==> config.mk <==
export PLATFORM = sky130hd
export DESIGN_NAME = task_scheduler_fifo_rr_sjf
export DESIGN_NICKNAME = d
export VERILOG_FILES = /design/src/hw/rtl/tsch_pkg.sv /design/src/hw/rtl/tsch_ram.sv /design/src/hw/rtl/tsch_scan.sv /design/src/hw/rtl/task_scheduler_fifo_rr_sjf.sv
export SDC_FILE = /design/constraint.sdc
export NUM_CORES = 1
export LEC_CHECK = 0
export BUFFER_PORTS_ARGS = -buffer_cell sky130_fd_sc_hd__buf_4
export CAP_MARGIN = 20
export CORE_ASPECT_RATIO = 0.6
export CORE_MARGIN = 10
export CORE_UTILIZATION = 45
export CTS_BUF_LIST = sky130_fd_sc_hd__clkbuf_4 sky130_fd_sc_hd__clkbuf_8
export DETAILED_ROUTE_END_ITERATION = 8
export PLACE_DENSITY = 0.6
export SYNTH_ARGS = -nofsm -noshare
export SYNTH_HDL_FRONTEND = slang
export SYNTH_HIERARCHICAL = 1
export SYNTH_SLANG_ARGS = --single-unit
export TNS_END_PERCENT = 10
==> constraint.sdc <==
create_clock -name aclk -period 21.5 [get_ports aclk]
set_input_delay 1.075 -clock aclk [delete_from_list [all_inputs] [get_ports aclk]]
set_output_delay 1.075 -clock aclk [all_outputs]
set_load 0.01 [all_outputs]
==> src/hw/rtl/tsch_pkg.sv <==
// shared constants, types and helpers of the task scheduler
package tsch_pkg;

    // sizes
    localparam int MAX_TASKS     = 16;
    localparam int TIME_BITS     = 16;
    localparam int SLOT_BITS     = $clog2(MAX_TASKS);
    localparam int CNT_BITS      = $clog2(MAX_TASKS + 1);
    localparam int POL_BITS      = 2;
    localparam int QUANT_BITS    = 16;
    localparam int TCNT_BITS     = 5;
    localparam int CFG_IDX_BITS  = 2;
    localparam int CFG_DATA_BITS = 16;
    localparam int LIM_BITS      = (TCNT_BITS > CNT_BITS) ? TCNT_BITS : CNT_BITS;

    // scheduling policies
    localparam logic [POL_BITS-1:0] POL_FIFO = 2'd0;
    localparam logic [POL_BITS-1:0] POL_RR   = 2'd1;
    localparam logic [POL_BITS-1:0] POL_SJF  = 2'd2;
    localparam logic [POL_BITS-1:0] POL_PSJF = 2'd3;

    // configuration register indexes
    localparam logic [CFG_IDX_BITS-1:0] CFG_POLICY     = 2'd0;
    localparam logic [CFG_IDX_BITS-1:0] CFG_QUANTUM    = 2'd1;
    localparam logic [CFG_IDX_BITS-1:0] CFG_TASK_COUNT = 2'd2;

    // request types
    localparam logic REQ_LOAD = 1'b0;
    localparam logic REQ_TICK = 1'b1;

    // register reset values
    localparam logic [POL_BITS-1:0]   POLICY_RST  = POL_FIFO;
    localparam logic [QUANT_BITS-1:0] QUANTUM_RST = 16'd500;
    localparam logic [TCNT_BITS-1:0]  TCOUNT_RST  = 5'd1;

    typedef logic [SLOT_BITS-1:0] slot_t;
    typedef logic [TIME_BITS-1:0] time_t;
    typedef logic [CNT_BITS-1:0]  cnt_t;
    typedef logic [MAX_TASKS-1:0] flags_t;

    // outcome of one slot scan
    typedef struct packed {
        logic  best_vld;
        slot_t best_idx;
        time_t best_rem;
        time_t best_key;
        logic  arrived;
    } scan_res_t;

    // one slot event (arrival)
    typedef struct packed {
        logic  vld;
        slot_t idx;
    } slot_ev_t;

    // write into the ready/stamp memory
    typedef struct packed {
        logic  we;
        slot_t addr;
        time_t rt;
        time_t stamp;
    } stamp_wr_t;

    // slots allowed by the task count register
    function automatic cnt_t slot_limit(input logic [TCNT_BITS-1:0] tcnt);
        logic [LIM_BITS-1:0] t;
        logic [LIM_BITS-1:0] m;
        t = LIM_BITS'(tcnt);
        m = LIM_BITS'(MAX_TASKS);
        return (t > m) ? CNT_BITS'(MAX_TASKS) : CNT_BITS'(t);
    endfunction

endpackage

==> src/hw/rtl/tsch_ram.sv <==
// generic single-port-write, registered-read memory
module tsch_ram #(
    parameter int DATA_W = 32,
    parameter int DEPTH  = 16
) (
    input  logic                     aclk,
    input  logic                     wr_en,
    input  logic [$clog2(DEPTH)-1:0] wr_addr,
    input  logic [DATA_W-1:0]        wr_data,
    input  logic                     rd_en,
    input  logic [$clog2(DEPTH)-1:0] rd_addr,
    output logic [DATA_W-1:0]        rd_data
);

    logic [DATA_W-1:0] mem [DEPTH];

    // write port
    always_ff @(posedge aclk) begin
        if (wr_en) begin
            mem[wr_addr] <= wr_data;
        end
    end

    // read port, registered
    always_ff @(posedge aclk) begin
        if (rd_en) begin
            rd_data <= mem[rd_addr];
        end
    end

endmodule

==> src/hw/rtl/tsch_scan.sv <==
// slot scan: arrivals, restamping and best-candidate search, one slot per cycle
module tsch_scan (
    input  logic                      aclk,
    input  logic                      aresetn,
    input  logic                      start,
    input  tsch_pkg::cnt_t            n_slots,
    input  logic [tsch_pkg::POL_BITS-1:0] policy,
    input  tsch_pkg::time_t           now,
    input  logic                      restamp,
    input  tsch_pkg::slot_t           runner,
    input  tsch_pkg::flags_t          act_flags,
    input  tsch_pkg::flags_t          done_flags,
    output logic                      rd_en,
    output tsch_pkg::slot_t           rd_addr,
    input  tsch_pkg::time_t           rd_rt,
    input  tsch_pkg::time_t           rd_stamp,
    input  tsch_pkg::time_t           rd_rem,
    output tsch_pkg::stamp_wr_t       st_wr,
    output tsch_pkg::slot_ev_t        arrive,
    output logic                      done,
    output tsch_pkg::scan_res_t       res
);

    logic               busy_reg, busy_next;
    tsch_pkg::cnt_t     cnt_reg, cnt_next;
    logic               pv_reg, pv_next;
    tsch_pkg::slot_t    pidx_reg, pidx_next;
    tsch_pkg::scan_res_t res_reg, res_next;

    logic            arr_c;
    logic            act_c;
    logic            rest_c;
    tsch_pkg::time_t stamp_c;
    tsch_pkg::time_t key_c;

    // read issue and process stage
    always_comb begin
        busy_next = busy_reg;
        cnt_next  = cnt_reg;
        pv_next   = 1'b0;
        pidx_next = pidx_reg;
        res_next  = res_reg;
        rd_en     = 1'b0;
        rd_addr   = cnt_reg[tsch_pkg::SLOT_BITS-1:0];
        done      = 1'b0;

        // slot under processing, memory data arrived this cycle
        arr_c   = pv_reg && !done_flags[pidx_reg] && !act_flags[pidx_reg]
                  && (rd_rem != '0) && (rd_rt == now);
        act_c   = act_flags[pidx_reg] || arr_c;
        rest_c  = restamp && (pidx_reg == runner);
        stamp_c = (arr_c || rest_c) ? now : rd_stamp;
        key_c   = (policy == tsch_pkg::POL_RR) ? stamp_c : rd_rem;

        st_wr.we    = pv_reg && (arr_c || rest_c);
        st_wr.addr  = pidx_reg;
        st_wr.rt    = rd_rt;
        st_wr.stamp = now;
        arrive.vld  = arr_c;
        arrive.idx  = pidx_reg;

        if (pv_reg) begin
            if (arr_c) begin
                res_next.arrived = 1'b1;
            end
            // strict compare keeps the lowest slot on ties
            if (act_c && (!res_reg.best_vld ||
                          (policy != tsch_pkg::POL_FIFO && key_c < res_reg.best_key))) begin
                res_next.best_vld = 1'b1;
                res_next.best_idx = pidx_reg;
                res_next.best_rem = rd_rem;
                res_next.best_key = key_c;
            end
        end

        if (start) begin
            busy_next        = 1'b1;
            cnt_next         = '0;
            res_next         = '0;
        end else if (busy_reg) begin
            if (cnt_reg < n_slots) begin
                rd_en     = 1'b1;
                cnt_next  = cnt_reg + 1'b1;
                pv_next   = 1'b1;
                pidx_next = cnt_reg[tsch_pkg::SLOT_BITS-1:0];
            end else if (!pv_reg) begin
                done      = 1'b1;
                busy_next = 1'b0;
            end
        end
    end

    assign res = res_reg;

    // control state
    always_ff @(posedge aclk) begin
        if (!aresetn) begin
            busy_reg <= 1'b0;
            pv_reg   <= 1'b0;
            cnt_reg  <= '0;
        end else begin
            busy_reg <= busy_next;
            pv_reg   <= pv_next;
            cnt_reg  <= cnt_next;
        end
    end

    // candidate and slot index
    always_ff @(posedge aclk) begin
        pidx_reg <= pidx_next;
        res_reg  <= res_next;
    end

    // a stamp write never hits the slot being read in the same cycle
    assert property (@(posedge aclk) disable iff (!aresetn)
        (st_wr.we && rd_en) |-> (st_wr.addr != rd_addr))
        else $error("stamp write collides with scan read");

endmodule

==> src/hw/rtl/task_scheduler_fifo_rr_sjf.sv <==
// task scheduler top level: control sequencer, flags, slot memories and result register
//
//  channel   | handshake            | beat contents
//  ----------+----------------------+------------------------------------------------
//  config    | cfg_wr_en            | cfg_index, cfg_wdata (policy, quantum, task count)
//  input     | s_valid / s_ready    | s_req_type, s_ready_time, s_exec_time
//  result    | m_valid / m_ready    | finished, running, all_done, tick_time
//
// a load beat writes its slot while the sequencer is idle; a tick beat goes through the
// scan, pick and finish states, or straight to finish once all slots are done; the scan
// reads one slot of the memories per cycle, over the slots in use.
// one beat is worked on at a time; s_ready is high while the sequencer is idle, also
// while a result still waits in the output register.
// reset is synchronous, active low; the slot memories need no clearing pass.
// a stalled result holds the sequencer before its next result write.
module task_scheduler_fifo_rr_sjf (
    input  logic                               aclk,
    input  logic                               aresetn,
    input  logic                               cfg_wr_en,
    input  logic [tsch_pkg::CFG_IDX_BITS-1:0]  cfg_index,
    input  logic [tsch_pkg::CFG_DATA_BITS-1:0] cfg_wdata,
    input  logic                               s_valid,
    output logic                               s_ready,
    input  logic                               s_req_type,
    input  tsch_pkg::time_t                    s_ready_time,
    input  tsch_pkg::time_t                    s_exec_time,
    output logic                               m_valid,
    input  logic                               m_ready,
    output logic                               m_finished_valid,
    output tsch_pkg::slot_t                    m_finished_slot,
    output logic                               m_running_valid,
    output tsch_pkg::slot_t                    m_running_slot,
    output logic                               m_all_done,
    output tsch_pkg::time_t                    m_tick_time
);

    localparam logic [1:0] ST_IDLE = 2'd0;
    localparam logic [1:0] ST_SCAN = 2'd1;
    localparam logic [1:0] ST_PICK = 2'd2;
    localparam logic [1:0] ST_FIN  = 2'd3;

    logic [1:0] state_reg, state_next;

    // configuration
    logic [tsch_pkg::POL_BITS-1:0]   policy_reg;
    logic [tsch_pkg::QUANT_BITS-1:0] quantum_reg;
    logic [tsch_pkg::TCNT_BITS-1:0]  tcount_reg;

    // scheduler state
    tsch_pkg::time_t  now_reg, now_next;
    logic             rv_reg, rv_next;
    tsch_pkg::slot_t  runner_reg, runner_next;
    tsch_pkg::time_t  rrem_reg, rrem_next;
    logic [tsch_pkg::QUANT_BITS-1:0] qc_reg, qc_next;
    tsch_pkg::cnt_t   retired_reg, retired_next;
    tsch_pkg::cnt_t   loaded_reg, loaded_next;
    tsch_pkg::flags_t act_reg, act_next;
    tsch_pkg::flags_t done_reg, done_next;
    logic             restamp_reg, restamp_next;

    // per-tick result
    logic             fin_vld_reg, fin_vld_next;
    tsch_pkg::slot_t  fin_slot_reg, fin_slot_next;
    logic             tdone_reg, tdone_next;
    tsch_pkg::time_t  ttime_reg, ttime_next;

    // output register
    logic             m_valid_reg, m_valid_next;
    logic             mo_fin_vld_reg, mo_fin_vld_next;
    tsch_pkg::slot_t  mo_fin_slot_reg, mo_fin_slot_next;
    logic             mo_run_vld_reg, mo_run_vld_next;
    tsch_pkg::slot_t  mo_run_slot_reg, mo_run_slot_next;
    logic             mo_done_reg, mo_done_next;
    tsch_pkg::time_t  mo_time_reg, mo_time_next;

    // scan unit and memories
    logic                scan_start;
    logic                scan_done;
    logic                rd_en;
    tsch_pkg::slot_t     rd_addr;
    tsch_pkg::stamp_wr_t st_wr;
    tsch_pkg::slot_ev_t  arrive;
    tsch_pkg::scan_res_t sres;
    logic [2*tsch_pkg::TIME_BITS-1:0] st_rd_data;
    logic [2*tsch_pkg::TIME_BITS-1:0] st_wr_data;
    tsch_pkg::time_t     rem_rd_data;
    logic                st_we;
    tsch_pkg::slot_t     st_waddr;
    logic                rem_we;
    tsch_pkg::slot_t     rem_waddr;
    tsch_pkg::time_t     rem_wdata;

    // combinational helpers
    tsch_pkg::cnt_t  limit_c;
    tsch_pkg::cnt_t  n_c;
    tsch_pkg::cnt_t  ret_inc_c;
    logic            all_done0_c;
    logic            all_done1_c;
    logic            retire_c;
    logic            load_wr_c;
    logic            rem_dec_c;
    logic            sel_c;
    logic            hold_c;
    logic            tie_c;
    logic            chg_c;
    logic            rv_new_c;
    tsch_pkg::time_t cur_rem_c;
    logic [tsch_pkg::QUANT_BITS-1:0] qbase_c;
    logic [tsch_pkg::QUANT_BITS-1:0] qeff_c;
    logic [tsch_pkg::QUANT_BITS:0]   qsum_c;
    tsch_pkg::time_t exec_c;
    tsch_pkg::slot_t load_idx_c;

    assign limit_c     = tsch_pkg::slot_limit(tcount_reg);
    assign n_c         = (loaded_reg < limit_c) ? loaded_reg : limit_c;
    assign ret_inc_c   = retired_reg + 1'b1;
    assign all_done0_c = (n_c != '0) && (retired_reg >= n_c);
    assign retire_c    = rv_reg && (rrem_reg == '0) && !all_done0_c;
    assign all_done1_c = all_done0_c || (retire_c && (ret_inc_c >= n_c));
    assign load_idx_c  = loaded_reg[tsch_pkg::SLOT_BITS-1:0];
    assign exec_c      = (s_exec_time == '0) ? tsch_pkg::time_t'(1) : s_exec_time;
    assign load_wr_c   = (state_reg == ST_IDLE) && s_valid && (s_req_type == tsch_pkg::REQ_LOAD)
                         && (loaded_reg < limit_c);

    // selection after the scan
    assign sel_c     = ((policy_reg != tsch_pkg::POL_RR) && sres.arrived) || !rv_reg
                       || (qc_reg == '0);
    assign hold_c    = ((policy_reg == tsch_pkg::POL_FIFO) || (policy_reg == tsch_pkg::POL_SJF))
                       && rv_reg;
    assign tie_c     = ((policy_reg == tsch_pkg::POL_SJF) || (policy_reg == tsch_pkg::POL_PSJF))
                       && rv_reg && (sres.best_rem == rrem_reg);
    assign chg_c     = sel_c && sres.best_vld && !hold_c && !tie_c
                       && (!rv_reg || (sres.best_idx != runner_reg));
    assign rv_new_c  = rv_reg || chg_c;
    assign cur_rem_c = chg_c ? sres.best_rem : rrem_reg;
    assign rem_dec_c = rv_new_c && (cur_rem_c != '0);
    assign qbase_c   = chg_c ? '0 : qc_reg;
    assign qeff_c    = (quantum_reg == '0) ? tsch_pkg::QUANT_BITS'(1) : quantum_reg;
    assign qsum_c    = {1'b0, qbase_c} + 1'b1;

    // sequencer
    always_comb begin
        state_next       = state_reg;
        now_next         = now_reg;
        rv_next          = rv_reg;
        runner_next      = runner_reg;
        rrem_next        = rrem_reg;
        qc_next          = qc_reg;
        retired_next     = retired_reg;
        loaded_next      = loaded_reg;
        act_next         = act_reg;
        done_next        = done_reg;
        restamp_next     = restamp_reg;
        fin_vld_next     = fin_vld_reg;
        fin_slot_next    = fin_slot_reg;
        tdone_next       = tdone_reg;
        ttime_next       = ttime_reg;
        m_valid_next     = m_valid_reg && !m_ready;
        mo_fin_vld_next  = mo_fin_vld_reg;
        mo_fin_slot_next = mo_fin_slot_reg;
        mo_run_vld_next  = mo_run_vld_reg;
        mo_run_slot_next = mo_run_slot_reg;
        mo_done_next     = mo_done_reg;
        mo_time_next     = mo_time_reg;
        scan_start       = 1'b0;
        rem_we           = 1'b0;
        rem_waddr        = load_idx_c;
        rem_wdata        = exec_c;

        // arrivals found by the scan
        if (arrive.vld) begin
            act_next[arrive.idx] = 1'b1;
        end

        case (state_reg)
            ST_IDLE: begin
                if (s_valid && s_req_type == tsch_pkg::REQ_LOAD) begin
                    // load beat: fill the next free slot
                    if (load_wr_c) begin
                        rem_we                = 1'b1;
                        act_next[load_idx_c]  = 1'b0;
                        done_next[load_idx_c] = 1'b0;
                        loaded_next           = loaded_reg + 1'b1;
                    end
                end else if (s_valid) begin
                    // tick beat: retire a runner out of work, then start a scan unless all slots are done
                    fin_vld_next  = retire_c;
                    fin_slot_next = retire_c ? runner_reg : '0;
                    tdone_next    = all_done1_c;
                    ttime_next    = now_reg;
                    restamp_next  = (policy_reg == tsch_pkg::POL_RR) && rv_reg && !retire_c
                                    && (qc_reg == '0);
                    if (retire_c) begin
                        done_next[runner_reg] = 1'b1;
                        act_next[runner_reg]  = 1'b0;
                        rv_next               = 1'b0;
                        retired_next          = ret_inc_c;
                    end
                    if (all_done1_c) begin
                        state_next = ST_FIN;
                    end else begin
                        scan_start = 1'b1;
                        state_next = ST_SCAN;
                    end
                end
            end
            ST_SCAN: begin
                if (scan_done) begin
                    state_next = ST_PICK;
                end
            end
            ST_PICK: begin
                // switch, run one tick, advance time
                rv_next     = rv_new_c;
                runner_next = chg_c ? sres.best_idx : runner_reg;
                rrem_next   = rem_dec_c ? (cur_rem_c - 1'b1) : cur_rem_c;
                rem_we      = rem_dec_c;
                rem_waddr   = runner_next;
                rem_wdata   = cur_rem_c - 1'b1;
                if (now_reg != '1) begin
                    now_next = now_reg + 1'b1;
                end
                qc_next    = (qsum_c >= {1'b0, qeff_c}) ? '0 : qsum_c[tsch_pkg::QUANT_BITS-1:0];
                state_next = ST_FIN;
            end
            ST_FIN: begin
                // result beat into the output register
                if (!m_valid_reg || m_ready) begin
                    m_valid_next     = 1'b1;
                    mo_fin_vld_next  = fin_vld_reg;
                    mo_fin_slot_next = fin_slot_reg;
                    mo_run_vld_next  = !tdone_reg && rv_reg;
                    mo_run_slot_next = (!tdone_reg && rv_reg) ? runner_reg : '0;
                    mo_done_next     = tdone_reg;
                    mo_time_next     = ttime_reg;
                    state_next       = ST_IDLE;
                end
            end
            default: begin
                state_next = ST_IDLE;
            end
        endcase
    end

    // stamp memory writes from loads and from the scan
    assign st_we      = load_wr_c || st_wr.we;
    assign st_waddr   = load_wr_c ? load_idx_c : st_wr.addr;
    assign st_wr_data = load_wr_c ? {s_ready_time, tsch_pkg::time_t'(0)}
                                  : {st_wr.rt, st_wr.stamp};

    // ready time and round-robin stamp per slot
    tsch_ram #(
        .DATA_W (2 * tsch_pkg::TIME_BITS),
        .DEPTH  (tsch_pkg::MAX_TASKS)
    ) u_stamp_ram (
        .aclk    (aclk),
        .wr_en   (st_we),
        .wr_addr (st_waddr),
        .wr_data (st_wr_data),
        .rd_en   (rd_en),
        .rd_addr (rd_addr),
        .rd_data (st_rd_data)
    );

    // remaining run time per slot
    tsch_ram #(
        .DATA_W (tsch_pkg::TIME_BITS),
        .DEPTH  (tsch_pkg::MAX_TASKS)
    ) u_rem_ram (
        .aclk    (aclk),
        .wr_en   (rem_we),
        .wr_addr (rem_waddr),
        .wr_data (rem_wdata),
        .rd_en   (rd_en),
        .rd_addr (rd_addr),
        .rd_data (rem_rd_data)
    );

    tsch_scan u_scan (
        .aclk       (aclk),
        .aresetn    (aresetn),
        .start      (scan_start),
        .n_slots    (n_c),
        .policy     (policy_reg),
        .now        (now_reg),
        .restamp    (restamp_reg),
        .runner     (runner_reg),
        .act_flags  (act_reg),
        .done_flags (done_reg),
        .rd_en      (rd_en),
        .rd_addr    (rd_addr),
        .rd_rt      (st_rd_data[2*tsch_pkg::TIME_BITS-1:tsch_pkg::TIME_BITS]),
        .rd_stamp   (st_rd_data[tsch_pkg::TIME_BITS-1:0]),
        .rd_rem     (rem_rd_data),
        .st_wr      (st_wr),
        .arrive     (arrive),
        .done       (scan_done),
        .res        (sres)
    );

    // configuration registers
    always_ff @(posedge aclk) begin
        if (!aresetn) begin
            policy_reg  <= tsch_pkg::POLICY_RST;
            quantum_reg <= tsch_pkg::QUANTUM_RST;
            tcount_reg  <= tsch_pkg::TCOUNT_RST;
        end else if (cfg_wr_en) begin
            case (cfg_index)
                tsch_pkg::CFG_POLICY:     policy_reg  <= cfg_wdata[tsch_pkg::POL_BITS-1:0];
                tsch_pkg::CFG_QUANTUM:    quantum_reg <= cfg_wdata[tsch_pkg::QUANT_BITS-1:0];
                tsch_pkg::CFG_TASK_COUNT: tcount_reg  <= cfg_wdata[tsch_pkg::TCNT_BITS-1:0];
                default: begin
                end
            endcase
        end
    end

    // control state
    always_ff @(posedge aclk) begin
        if (!aresetn) begin
            state_reg   <= ST_IDLE;
            now_reg     <= '0;
            rv_reg      <= 1'b0;
            qc_reg      <= '0;
            retired_reg <= '0;
            loaded_reg  <= '0;
            act_reg     <= '0;
            done_reg    <= '0;
            m_valid_reg <= 1'b0;
        end else begin
            state_reg   <= state_next;
            now_reg     <= now_next;
            rv_reg      <= rv_next;
            qc_reg      <= qc_next;
            retired_reg <= retired_next;
            loaded_reg  <= loaded_next;
            act_reg     <= act_next;
            done_reg    <= done_next;
            m_valid_reg <= m_valid_next;
        end
    end

    // payload registers
    always_ff @(posedge aclk) begin
        runner_reg      <= runner_next;
        rrem_reg        <= rrem_next;
        restamp_reg     <= restamp_next;
        fin_vld_reg     <= fin_vld_next;
        fin_slot_reg    <= fin_slot_next;
        tdone_reg       <= tdone_next;
        ttime_reg       <= ttime_next;
        mo_fin_vld_reg  <= mo_fin_vld_next;
        mo_fin_slot_reg <= mo_fin_slot_next;
        mo_run_vld_reg  <= mo_run_vld_next;
        mo_run_slot_reg <= mo_run_slot_next;
        mo_done_reg     <= mo_done_next;
        mo_time_reg     <= mo_time_next;
    end

    assign s_ready          = (state_reg == ST_IDLE);
    assign m_valid          = m_valid_reg;
    assign m_finished_valid = mo_fin_vld_reg;
    assign m_finished_slot  = mo_fin_slot_reg;
    assign m_running_valid  = mo_run_vld_reg;
    assign m_running_slot   = mo_run_slot_reg;
    assign m_all_done       = mo_done_reg;
    assign m_tick_time      = mo_time_reg;

    // a retired slot is never active
    assert property (@(posedge aclk) disable iff (!aresetn)
        (done_reg & act_reg) == '0)
        else $error("slot both retired and active");

    // the runner is always an active slot
    assert property (@(posedge aclk) disable iff (!aresetn)
        rv_reg |-> act_reg[runner_reg])
        else $error("runner slot not active");

    // retirements never outnumber loads
    assert property (@(posedge aclk) disable iff (!aresetn)
        retired_reg <= loaded_reg)
        else $error("retired count above loaded count");

endmodule
# ---- Word-level counts from Yosys, hierarchy flattened
# Memories as Yosys holds them, arrays and structs flattened. A register that Yosys moved wholly into a read port is not among the register bits.
# Cells that the tools add are included.
dict set report classes {
  add_sub_neg 6
  bitwise_logic 11
  mux 69
  n_eq_ne 20
  magnitude_cmp 13
  reduce_logical 86
}
# op n
set op_table {}
lappend op_table {{two-way mux 16 bit} 19}
lappend op_table {{zero test 16 bit} 4}
lappend op_table {{bitwise AND 16 bit} 3}
lappend op_table {{logical AND 1 bit} 33}
lappend op_table {{equality test 16 bit} 2}
lappend op_table {{two-way mux 32 bit} 1}
lappend op_table {{NOT 16 bit} 2}
lappend op_table {{bitwise OR 16 bit} 2}
lappend op_table {{nonzero test 16 bit} 2}
lappend op_table {{two-way mux 1 bit} 31}
lappend op_table {{adder 16 x 1 -> 17 bit, second input constant} 1}
lappend op_table {{>= comparator 17 x 16 -> 1 bit} 1}
lappend op_table {{adder 16 x 1 -> 16 bit, second input constant} 1}
lappend op_table {{< comparator 16 bit} 1}
lappend op_table {{!= test 16 bit, second input constant} 1}
lappend op_table {{AND reduction 2 bit} 8}
lappend op_table {{AND reduction 4 bit} 4}
lappend op_table {{subtractor 16 x 1 -> 16 bit, second input constant} 1}
lappend op_table {{adder 5 x 1 -> 5 bit, second input constant} 3}
lappend op_table {{< comparator 4 x 5 -> 1 bit, second input constant} 3}
lappend op_table {{demux 1 bit (select 4 bit)} 3}
lappend op_table {{>= comparator 4 x 1 -> 1 bit, second input constant} 3}
lappend op_table {{logical OR 1 bit} 12}
lappend op_table {{two-way mux 4 bit} 3}
lappend op_table {{other kinds (21)} 61}
dict set report totals {
  ramBits 768
  n_memories 2
  out_inout_bits 29
  input_bits 56
  ff_bits 220
  word_cells 241
}
# memory depth width rd rd_ports_with_merged_regs wr line_no
set mem_list {}
lappend mem_list {u_stamp_ram.mem 16 32 1 1 1 tsch_ram.sv:15} ;# logic [DATA_W-1:0] mem [DEPTH];
lappend mem_list {u_rem_ram.mem 16 16 1 1 1 tsch_ram.sv:15}

# ---- Logic depth before layout (Yosys ltp)
dict set report depth {
  word_depth 17
  mapped_depth 26
  depth_no_buf 22
}

# ---- Hierarchy
# Netlist, hierarchy kept.
# mod cells_per_inst n_inst area_per_inst_um2 seq_area_each_um2
set modules_own_cells {}
lappend modules_own_cells {{tsch_ram at u_stamp_ram} 838 1 20155.6 16335.7}
lappend modules_own_cells {{tsch_ram at u_rem_ram} 432 1 10202.3 8167.8}
lappend modules_own_cells {task_scheduler_fifo_rr_sjf 1092 1 9781.9 4124.0}
lappend modules_own_cells {tsch_scan 484 1 4169.0 1021.0}

# ---- Least setup slack after synthesis
# Ideal clock, no wire load.
dict set report synth_timing {
  path_kind {register to register}
  from {reg tcount_reg[4] in the netlist's numbering}
  to {reg u_rem_ram.rd_data[0] (read register of u_rem_ram.mem) (enable)}
  setup_ns 0.523
  synth_period_minus_slack_ns 7.096
  path_slack_ns 14.404
  stages_incl_launch_ff 19
  t_arrival_ns 6.573
  n_path_buf 2
  required_time_ns 20.977
  cell_sequence {dfxtp_1 > and2b_1 > inv_1 > ha_1 > a21o_1 > a21o_1 > o21bai_4 > o21a_1 > ha_1 > a21o_1 > a21o_1 > a21o_1 > a21o_1 > and2_1 > or2_2 > nor2_1 > clkbuf_1 > clkbuf_1 > nor3b_1}
}
dict set report synth_via {
  elab_chain_cells 15
  elab_cells_between_ends 20
  classes_between {order compare: 5; mux: 9; reduce/logical: 6}
}
# item line_no
set synth_rtl {}
lappend synth_rtl {{from (decl)} task_scheduler_fifo_rr_sjf.sv:47} ;# logic [tsch_pkg::TCNT_BITS-1:0] tcount_reg;
lappend synth_rtl {{from (signal assigned)} task_scheduler_fifo_rr_sjf.sv:306} ;# tcount_reg <= tsch_pkg::TCOUNT_RST;
lappend synth_rtl {{from (signal assigned)} task_scheduler_fifo_rr_sjf.sv:311} ;# tsch_pkg::CFG_TASK_COUNT: tcount_reg <= cfg_wdata[tsch_pkg::TCNT_BITS-1:0];
lappend synth_rtl {{greater-than comparator 5 bit} tsch_pkg.sv:70} ;# return (t > m) ? CNT_BITS'(MAX_TASKS) : CNT_BITS'(t);
lappend synth_rtl {{two-way mux 5 bit (*)} tsch_pkg.sv:70}
lappend synth_rtl {{< comparator 5 bit} task_scheduler_fifo_rr_sjf.sv:115} ;# assign n_c = (loaded_reg < limit_c) ? loaded_reg : limit_c;
lappend synth_rtl {{two-way mux 5 bit (*)} task_scheduler_fifo_rr_sjf.sv:115}
lappend synth_rtl {{>= comparator 5 bit or nonzero test 5 bit (tied branches)} task_scheduler_fifo_rr_sjf.sv:117} ;# assign all_done0_c = (n_c != '0) && (retired_reg >= n_c);
lappend synth_rtl {{logical AND 1 bit} task_scheduler_fifo_rr_sjf.sv:117}
lappend synth_rtl {{zero test 1 bit} task_scheduler_fifo_rr_sjf.sv:118} ;# assign retire_c = rv_reg && (rrem_reg == '0) && !all_done0_c;
lappend synth_rtl {{logical AND 1 bit} task_scheduler_fifo_rr_sjf.sv:118}
lappend synth_rtl {{[2 not listed]} n/a}
lappend synth_rtl {{net all_done1_c} task_scheduler_fifo_rr_sjf.sv:98} ;# logic all_done1_c;
lappend synth_rtl {{two-way mux 1 bit (*)} task_scheduler_fifo_rr_sjf.sv:199} ;# if (all_done1_c) begin
lappend synth_rtl {{two-way mux 1 bit (*)} task_scheduler_fifo_rr_sjf.sv:185} ;# end else if (s_valid) begin
lappend synth_rtl {{two-way mux 1 bit (*)} task_scheduler_fifo_rr_sjf.sv:177} ;# if (s_valid && s_req_type == tsch_pkg::REQ_LOAD) begin
lappend synth_rtl {{two-way mux 1 bit (*)} task_scheduler_fifo_rr_sjf.sv:175} ;# case (state_reg)
lappend synth_rtl {{net scan_start} task_scheduler_fifo_rr_sjf.sv:77} ;# logic scan_start;
lappend synth_rtl {{two-way mux 1 bit (*)} n/a}
lappend synth_rtl {{net rd_en} task_scheduler_fifo_rr_sjf.sv:79} ;# logic rd_en;
lappend synth_rtl {{to (decl)} tsch_ram.sv:12} ;# output logic [DATA_W-1:0] rd_data
# The timed path passes the listed nets; every way through them passes the cells marked *.
# A chain may end at the register's enable or synchronous reset.

# ---- Worst setup path after layout
dict set report layout_timing {
  from {reg rrem_reg[13]}
  to {reg qc_reg[11] in the netlist's numbering}
}
dict set report layout_via {
  elab_chain_cells 9
}
# item line_no
set layout_rtl {}
lappend layout_rtl {{from (decl)} task_scheduler_fifo_rr_sjf.sv:53} ;# tsch_pkg::time_t rrem_reg, rrem_next;
lappend layout_rtl {{from (signal assigned)} task_scheduler_fifo_rr_sjf.sv:346} ;# rrem_reg <= rrem_next;
lappend layout_rtl {{equality test 16 bit (*)} task_scheduler_fifo_rr_sjf.sv:131} ;# && rv_reg && (sres.best_rem == rrem_reg);
lappend layout_rtl {{logical AND 1 bit (*)} task_scheduler_fifo_rr_sjf.sv:131}
lappend layout_rtl {{zero test 1 bit (*)} task_scheduler_fifo_rr_sjf.sv:132} ;# assign chg_c = sel_c && sres.best_vld && !hold_c && !tie_c
lappend layout_rtl {{logical AND 1 bit (*)} task_scheduler_fifo_rr_sjf.sv:132}
lappend layout_rtl {{logical AND 1 bit (*)} task_scheduler_fifo_rr_sjf.sv:133} ;# && (!rv_reg || (sres.best_idx != runner_reg));
lappend layout_rtl {{two-way mux 16 bit (*)} task_scheduler_fifo_rr_sjf.sv:137} ;# assign qbase_c = chg_c ? '0 : qc_reg;
lappend layout_rtl {{adder 16 x 1 -> 17 bit (*)} task_scheduler_fifo_rr_sjf.sv:139} ;# assign qsum_c = {1'b0, qbase_c} + 1'b1;
lappend layout_rtl {{>= comparator 17 x 16 -> 1 bit} task_scheduler_fifo_rr_sjf.sv:223} ;# qc_next = (qsum_c >= {1'b0, qeff_c}) ? '0 : qsum_c[tsch_pkg::QUANT_BITS-1:0];
lappend layout_rtl {{two-way mux 16 bit (*)} task_scheduler_fifo_rr_sjf.sv:223}
lappend layout_rtl {{to (signal assigned)} task_scheduler_fifo_rr_sjf.sv:334} ;# qc_reg <= qc_next;
lappend layout_rtl {{to (decl)} task_scheduler_fifo_rr_sjf.sv:54} ;# logic [tsch_pkg::QUANT_BITS-1:0] qc_reg, qc_next;
# Every way passes the cells marked *; elsewhere a longest branch is shown, timed or not.

==> flow_metrics.tcl <==
set metrics [dict create \
    crit_path_top_delay_cell "a31oi_1" \
    required_ns 22.28 \
    clock_latency_ns 0.88 \
    dp_hpwl_microns 70100 \
    largest_reg_flops 512 \
    fin_cells 4426 \
    async_flop_share_pct 0 \
    crit_top_cell "and3_1" \
    clockBufferDepth 3 \
    start_util_pct 45.2 \
    wl_microns 116000 \
    htreeDepth 4 \
    powerDensity_nw_per_um2 89.9 \
    crit_type "flip-flop to flip-flop" \
    clock_sinks 1036 \
    pre_cts_ws_ns 15.06 \
    fillers 8155 \
    cp_max_fo 21 \
    finalMaxSlewViolations 0 \
    first_pass_iters 6 \
    status "complete, no violations" \
    setup_viol 0 \
    synth-edff-count 890 \
    antenna_found_initial 7 \
    peakVddDrop_mv 0.0690 \
    postRouteAntennaNets 0 \
    finalCriticalPeriod_ns 6.59 \
    grt_pass1_wl_microns 171000 \
    grt_pass1_vias 25700 \
    layout_commonest_cell "edfxtp_1" \
    utilization_pct 50.6 \
    cts_tree "built" \
    grt_max_degree 143 \
    cap_violations 0 \
    drc 0 \
    drive_gt1_share_pct 21.2 \
    ys_ff_latch 1036 \
    port_buffers 84 \
    nets 3099 \
    fp.dieH_microns 263 \
    cp_num_buf_inv 0 \
    syn_nets 2965 \
    fp-row-count 89 \
    leakagePower_uw 0.0162 \
    grt_overflow 0 \
    wire_per_inst_microns 26.2 \
    hp-class "flip-flop to flip-flop" \
    final_cell_mix "edfxtp_1, nand2_1, mux4_2" \
    timing.hold.ws_ns 0.396 \
    ys_warn_count 6 \
    tns_ns 0 \
    avgSynthCellArea_sq_um 15.6 \
    max_stage_delay_ns 0.67 \
    cts_hold_buf 0 \
    max_slew_margin_pct 27.0 \
    synthCells 2846 \
    max_freq_mhz 152 \
    viasPerCell 5.89 \
    fin_skew_ns 0.0630 \
    crit_path_cell_trace "xnor2_1 -> nand4_1 -> or4_1 -> nor4_4 -> nor2_4 -> nor2_1 -> ha_1 -> and3_1 -> and3_1 -> nand2_1 -> or3_1 -> a21oi_1 -> ha_1 -> and3_1 -> a221oi_1 -> o21ai_0 -> a21o_1 -> a31oi_1 -> o21ai_1 -> or3_1 -> a21oi_1" \
    pin_count 85 \
    cts_buffers 155 \
    worstPathArrival_ns 7.36 \
    crit_path_start_kind "flip-flop" \
    period_share_pct 30.6 \
    dpl.cell_count 4141 \
    worstMarginPinSlew_ns 1.09 \
    rsz0062_at_grt "no" \
    cts_root_buffer "clkbuf_8" \
    ys_seq_area_share_pct 66.9 \
    hold_viol 0 \
    grtUsageTotal_pct 20.4 \
    ys_dominant_reg_cell "edfxtp_1" \
    place_congestion 0.874 \
    cp_top_family "simple AND/OR/NAND/NOR gates" \
    cts_setup_buffers 0 \
    clk_pin_slew_ns 0.07 \
    dr.first_iter.drc_count 2927 \
    setup_ws_ns 14.91 \
    worstSetupEndpointType "flip-flop" \
    die_area_sq_um 112000 \
    die_x_microns 425 \
    netlist_area_sq_um 44300 \
    core_sq_um 98000 \
    synth_cell_types 78 \
    num_vias 26100 \
    syn2layout_area_growth_pct 11.9 \
    cts_resized 0 \
]
==> cell usage after synthesis (all sizes together), types with 5 or more instances <==
cell	count	area share, %
nor3b	8	0.15
and3	7	0.099
a22oi	104	1.8
o221ai	7	0.14
or3	28	0.40
xnor2	53	1.0
buf	102	1.6
clkbuf	78	0.66
inv	70	0.59
mux2i	82	1.9
or2	22	0.31
a21o	19	0.32
mux4	201	10
nand4	18	0.25
o21bai	16	0.30
nand2	232	2.0
mux2	16	0.41
and4	5	0.099
or4	5	0.093
edfxtp	890	60
nand2b	75	1.1
o21a	7	0.12
and2	37	0.52
a211oi	7	0.12
nor2	153	1.3
o211ai	27	0.46
nor4	29	0.49
xor2	52	1.0
ha	63	1.8
o31ai	18	0.30
o21ai	51	0.58
dfxtp	146	6.6
nand3	61	0.69
nand3b	12	0.20
a21oi	43	0.49
nor3	30	0.34
a31oi	14	0.20
nor2b	19	0.27
==> area by class of cell <==
class,instances,area [sq um],share of cell area (%)
Sequential cell,1036,29700,59.8
Multi-Input combinational cell,1560,13600,27.5
Clock buffer,208,2590,5.22
Tap cell,1319,1650,3.33
Timing Repair Buffer,157,1210,2.45
Clock inverter,74,561,1.13
Inverter,70,263,0.530
Antenna cell,2,5.00,0.0101
==> worst reg2reg max path, delay by kind of cell, from the launching register on <==
family                     cells  cell delay, ns
AOI/OAI and AO/OA              7            2.11
xor gates and xnor gates       1            0.26
adders and majority gates      2            0.49
DFF                            1            0.47
and+or+nand+nor               11            3.16
==> power by group <==
part,internal [uW],switching (uW)
combinational,143,313
clock,857,793
sequential,2310,44.3
==> path summary, 6_finish.rpt <==
kind                             end            start  depth (start not counted)  slack (ns)
hold / removal    m_finished_slot[3]  fin_slot_reg[3]                          0        0.40
setup / recovery          qc_reg[11]     rrem_reg[13]                         21       14.91
hold reg to reg   m_finished_slot[3]  fin_slot_reg[3]                          0        0.40
setup reg to reg          qc_reg[11]     rrem_reg[13]                         21       14.91
==> logic make-up (layout without fill, tap and decap cells) <==
logic type,count (synthesis),count (layout),share of synthesized area (%)
buf+inv,250,509,2.87
fa+ha+maj,63,63,1.78
xor+xnor,105,105,2.08
compound gates,342,342,5.37
simple gates,751,751,8.43
flops,1036,1036,66.9
other cells,0,2,0
mux,299,299,12.6
==> through the flow <==
stage | area [sq um] | total power (uW)
after floorplan | 44300 | 2650
after global placement | 46400 | 2830
after detailed placement | 46400 | 2850
after CTS | 49500 | 4500
after global routing | 49600 | 4640
final | 49600 | 4460
==> per-layer routing <==
layer,GRT usage (%),routed length [microns],vias up
li1,-,-,11300
met1,30.9,52400,13400
met2,28.3,49000,1201
met3,5.92,11800,197
met4,5.84,2430,6
met5,0.526,110,-
No activity file was read; power rests on OpenSTA's default activity.
